`src/qapd_pkg.sv`:
```
`timescale 1ns / 1ps

package qapd_pkg;

  // Field widths
  localparam int ANG_W  = 16;
  localparam int RATE_W = 16;
  localparam int GAIN_W = 16;
  localparam int THR_W  = 16;
  localparam int CNT_W  = 16;

  // Wrapped angle error, products, PD terms and motor sums
  localparam int ERR_W  = ANG_W + 1;
  localparam int PROD_W = GAIN_W + 1 + ERR_W;   // 17 x 17 signed product
  localparam int P_W    = PROD_W + 3;           // room for the rate term shift
  localparam int TERM_W = P_W + 5;              // sum of two, times ten
  localparam int BASE_W = THR_W + CNT_W + 5;    // thrust * period, Q.21
  localparam int SUM_W  = TERM_W + 2;

  localparam int FRAC_BITS = 21;
  localparam int D_SHIFT   = 3;

  // Angle wrap limits, Q2.13
  localparam logic signed [ERR_W-1:0] ANG_PI     = 17'sd25736;
  localparam logic signed [ERR_W-1:0] ANG_TWO_PI = 17'sd51472;

  // Yaw rate magnitude at or below which recovery counts as done, Q5.10
  localparam logic signed [RATE_W-1:0] RATE_RECOVERED_MAX = 16'sd179;

  // Thrust below this level shuts the motors off, Q0.16
  localparam logic [THR_W-1:0] THRUST_SHUTOFF = 16'd1311;

  // Configuration register indexes
  localparam int CFG_IDX_W = 3;
  localparam logic [CFG_IDX_W-1:0] CFG_GAIN_P          = 3'd0;
  localparam logic [CFG_IDX_W-1:0] CFG_GAIN_D          = 3'd1;
  localparam logic [CFG_IDX_W-1:0] CFG_GAIN_P_YAW      = 3'd2;
  localparam logic [CFG_IDX_W-1:0] CFG_GAIN_D_YAW      = 3'd3;
  localparam logic [CFG_IDX_W-1:0] CFG_GAIN_TUMBLE_YAW = 3'd4;

  // Proportional and damping products of one axis, both Q.21
  typedef struct packed {
    logic signed [P_W-1:0] p;
    logic signed [P_W-1:0] d;
  } qapd_axis_t;

endpackage

```
`src/qapd_mix.sv`:
```
`timescale 1ns / 1ps

module qapd_mix
  import qapd_pkg::*;
#(
  parameter int PWM_PERIOD = 36000
) (
  input  qapd_axis_t              roll_i,
  input  qapd_axis_t              pitch_i,
  input  qapd_axis_t              yaw_i,
  input  logic [BASE_W-1:0]       base_i,
  input  logic                    drive_i,
  output logic [3:0][CNT_W-1:0]   motor_o
);

  localparam logic [CNT_W-1:0] PERIOD_C = CNT_W'(PWM_PERIOD);
  localparam logic signed [SUM_W-1:0] TOP = $signed(SUM_W'(PERIOD_C)) <<< FRAC_BITS;

  logic signed [P_W:0]       s_roll;
  logic signed [P_W:0]       s_pitch;
  logic signed [P_W:0]       s_yaw;
  logic signed [SUM_W-1:0]   t_roll;
  logic signed [SUM_W-1:0]   t_pitch;
  logic signed [SUM_W-1:0]   t_yaw;
  logic signed [SUM_W-1:0]   base_s;
  logic signed [SUM_W-1:0]   sum [4];

  // PD sums times ten: 8x + 2x
  assign s_roll  = (P_W+1)'(roll_i.p)  + (P_W+1)'(roll_i.d);
  assign s_pitch = (P_W+1)'(pitch_i.p) + (P_W+1)'(pitch_i.d);
  assign s_yaw   = (P_W+1)'(yaw_i.p)   + (P_W+1)'(yaw_i.d);

  assign t_roll  = (SUM_W'(s_roll)  <<< 3) + (SUM_W'(s_roll)  <<< 1);
  assign t_pitch = (SUM_W'(s_pitch) <<< 3) + (SUM_W'(s_pitch) <<< 1);
  assign t_yaw   = (SUM_W'(s_yaw)   <<< 3) + (SUM_W'(s_yaw)   <<< 1);

  assign base_s = $signed({{(SUM_W-BASE_W){1'b0}}, base_i});

  // X mixer
  assign sum[0] = base_s - t_pitch + t_yaw;
  assign sum[1] = base_s + t_roll  - t_yaw;
  assign sum[2] = base_s + t_pitch + t_yaw;
  assign sum[3] = base_s - t_roll  - t_yaw;

  // Clamp each sum to 0..period, drop the fraction, zero when shut off
  always_comb begin
    for (int i = 0; i < 4; i++) begin
      if (!drive_i || sum[i] < 0) begin
        motor_o[i] = '0;
      end else if (sum[i] > TOP) begin
        motor_o[i] = PERIOD_C;
      end else begin
        motor_o[i] = sum[i][FRAC_BITS +: CNT_W];
      end
    end
  end

endmodule

```
`config.mk`:
```
export PLATFORM = sky130hd
export DESIGN_NAME = qapd_mix
export DESIGN_NICKNAME = d
export VERILOG_FILES = /design/src/qapd_pkg.sv /design/src/qapd_mix.sv
export SDC_FILE = /design/constraint.sdc
export NUM_CORES = 1
export LEC_CHECK = 0
export ABC_CLOCK_PERIOD_IN_PS = 13620
export BUFFER_PORTS_ARGS = -buffer_cell sky130_fd_sc_hd__buf_2
export CAP_MARGIN = 20
export CELL_PAD_IN_SITES_DETAIL_PLACEMENT = 1
export CELL_PAD_IN_SITES_GLOBAL_PLACEMENT = 1
export CORE_MARGIN = 2
export CORE_UTILIZATION = 45
export DETAILED_ROUTE_END_ITERATION = 8
export GPL_TIMING_DRIVEN = 0
export PLACE_DENSITY = 0.93
export RECOVER_POWER = 50
export SYNTH_ARGS = -nofsm -noshare
export SYNTH_HDL_FRONTEND = slang
export SYNTH_SLANG_ARGS = --single-unit
```
`constraint.sdc`:
```
create_clock -name vclk -period 13.62
set_clock_uncertainty 0.05 [all_clocks]
set_input_delay 2.043 -clock vclk [all_inputs]
set_output_delay 2.043 -clock vclk [all_outputs]
set_load 0.05 [all_outputs]
```
# [Word-level counts from Yosys, hierarchy flattened]
# Cells that the tools add are included.
[totals] input_bits=260 regBits=0 out_inout_bits=64
[op_classes] n_lt_le_gt_ge=8 reduce_logical=5 add_sub_neg=14 muxes=8
[ops] op="$gt A44 B38 Y1 const B" n=4
[ops] op="$lt A44 B1 Y1 const B" n=4
[ops] op="$mux W16" n=8
[ops] op="$add A41 B39 Y42" n=3
[ops] op="$add A37 B37 Y38" n=3
[ops] op="$add A43 B42 Y44" n=2
[ops] op="$sub A43 B42 Y44" n=2
[ops] op="$add A38 B42 Y43" n=2
[ops] op="$sub A38 B42 Y43" n=2
[ops] op="$logic_or A1 B1 Y1" n=4
[ops] op="$logic_not A1 Y1" n=1

# [Longest topological paths before layout]
[logic_depth] depth_word=7 depth_mapped=45 depth_no_buf=43

# [Worst setup path before layout]
# OpenSTA, ideal clock, no wires.
[synth_path] path_kind="in2out" startpoint="in yaw_i[10] (netlist bit)" endpoint="out motor_o[46] (netlist bit)" stages=41 required_ns=11.527 t_arrival_ns=10.839 setup_slack_ns=0.688 cell_sequence="ha_1 -> clkbuf_1 -> a211oi_1 -> nor2_1 -> nor3_1 -> a31oi_1 -> nor2b_1 -> nor2b_1 -> o21ai_0 -> nand2_1 -> a21oi_1 -> o21bai_1 -> a21o_1 -> a21oi_1 -> xnor2_1 -> ha_1 -> buf_1 -> nand2_1 -> (+5 left out) -> nor3b_1 -> o21a_1 -> nor2_1 -> xnor2_2 -> inv_1 -> fa_1 -> ha_1 -> and2_1 -> nand3_1 -> or4_1 -> o21ai_1 -> a211o_1 -> nand2_1 -> xnor2_1 -> or3_1 -> and4bb_1 -> o21ai_1 -> nor4_1"
[synth_lines] item="start: declaration" line="qapd_mix.sv:10" text="input qapd_axis_t yaw_i,"
[synth_lines] item="end: declaration" line="qapd_mix.sv:13" text="output logic [3:0][CNT_W-1:0] motor_o"

==> impl_metrics.tcl <==
set metrics [dict create \
    hold_class "input pin to output pin" \
    dpl.hpwl_um 81720 \
    yosysTopAreaCell "ha_1" \
    drive_above_1_share 0.1270 \
    wl_um 97170 \
    num_rows 88 \
    grt_max_degree 11 \
    grt_pass1_wl_um 149300 \
    die_height_um 244.6 \
    setup-violations-final 0 \
    cts-hold-fix-buffers 0 \
    status "finished clean" \
    drtPass1Iterations 6 \
    route.detailed.drc 0 \
    worstMarginPinSlew_ps 876.5 \
    yosysSeqAreaShare 0 \
    ys_warn_count 0 \
    crit_path_start_kind "input pin" \
    endpoint_kind "output pin" \
    final.setup.worst_slack_ps 161.6 \
    regArea_um2 0 \
    place_ws_ps -936.2 \
    io_pins 324 \
    crit_path_top_delay_cell "or4_1" \
    cpPeakStageDelay_ps 600 \
    grt_pass1_vias 29740 \
    avgSynthCellArea_um2 7.287 \
    netlist_instances 3574 \
    drv_cap 0 \
    crit_path_frequent_cell "a21oi_1" \
    post-route-period-util 0.9881 \
    grt_antenna_before_repair 17 \
    grtUsageTotal 0.3000 \
    fill_cells 7520 \
    nets 4721 \
    die_area_um2 59810 \
    num-clock-buffers 0 \
    finalSetupTns_ps 0 \
    overflow 0 \
    critical_path_class "input pin to output pin" \
    wire_per_inst_um 20.70 \
    gp_routability_congestion 0.9906 \
    synth_common_cells "ha_1, inv_1, a21oi_1, a21o_1, nand2_1" \
    area_growth_pct 12.74 \
    cp_max_fo 10 \
    finalMaxSlewViolations 0 \
    core_um2 57480 \
    ys_types 106 \
    initial_core_util 0.4531 \
    hold_violations 0 \
    fmax_mhz 74.30 \
    fin_crit_ps 13460 \
    synth_top_area_frac 0.2052 \
    drt_iter0_drc 1892 \
    synth_nets 4381 \
    flops_and_latches 0 \
    yosysMostFrequentCell "ha_1" \
    ant_nets 0 \
    synth_area_leaders "ha_1, fa_1, xnor2_1, a21o_1, a21oi_1" \
    maxSlewHeadroom 0.4095 \
    crit_required_ps 11530 \
    mappedNetlistArea_um2 26040 \
    numPortBuffers 324 \
    routed_via_density 6.184 \
    multiInputGateArea_um2 24810 \
    vias 29030 \
    worstPathArrival_ps 11370 \
    dieWidth_um 244.6 \
]
## final timing paths
kind	from	to	slack, ps	depth (start not counted)
max	yaw_i[45]	motor_o[57]	160	42
min	drive_i	motor_o[35]	4690	4
## final cells by class
cell class | instances | area share
inverter | 401 | 0.05127
tap | 765 | 0.03260
buffer | 60 | 0.008310
multi-input combinational | 3108 | 0.8449
antenna | 17 | 0.001449
timing repair buffer | 343 | 0.06145
## worst max-delay path, delay by kind of cell
family / cells / cell delay, ps
AND/OR/NAND/NOR: 18 / 4030
XOR/XNOR: 3 / 800
buffers and inverters: 4 / 710
adder cells (fa/ha/maj): 4 / 1310
AO/OA/AOI/OAI: 13 / 2400
## metal layers
layer  routed length [µm]  vias to the layer above  part of all wire  track usage
met2                47100                      973              0.48       0.5332
met4                 4319                        2             0.044       0.1103
li1                     -                    13640                 -            -
met5                   18                        -           0.00019            0
met1                40570                    14170              0.42       0.3789
met3                 5155                      245             0.053      0.02052
## layout by cell type (no fill, tap or decap), drive strengths merged, types with 44 or more instances in the layout
cell / count
a211oi: 52
a21o: 234
a21oi: 330
a31oi: 44
buf: 326
clkbuf: 77
fa: 120
ha: 427
inv: 401
nand2: 223
nand2b: 48
nand3: 83
nor2: 218
nor3: 80
o21a: 66
o21ai: 200
o21bai: 68
xnor2: 223
xor2: 129
## stage by stage
stage | utilization | cell area [µm²] | cells | hold slack (ps)
2_1_floorplan | - | 26040 | 3574 | 4328
3_3_place_gp | 0.4980 | 28620 | 4663 | 4679
3_5_place_dp | 0.4981 | 28630 | 4664 | 4684
4_1_cts | 0.5007 | 28780 | 4666 | 4692
5_1_grt | 0.5106 | 29350 | 4690 | 4719
6_report | 0.5108 | 29360 | 4694 | 4691
## kinds of logic after synthesis
group / after synthesis / synth area share
buffers and inverters: 466 / 0.06789
AOI/OAI and AO/OA: 1262 / 0.3280
xor gates and xnor gates: 352 / 0.1190
and+or+nand+nor: 918 / 0.1763
muxes: 23 / 0.009032
adders and majority gates: 553 / 0.2998
## timing repair
action | in CTS | in global routing
gates resized for setup | 24 | 101
buffers inserted | 3 | 15
pin swaps | 3 | 16
endpoints found under the setup margin | 61 | 64
Power is left out: the tool's default activity adds up to more than one toggle a clock period on the data nets, which glitch-free logic cannot reach.
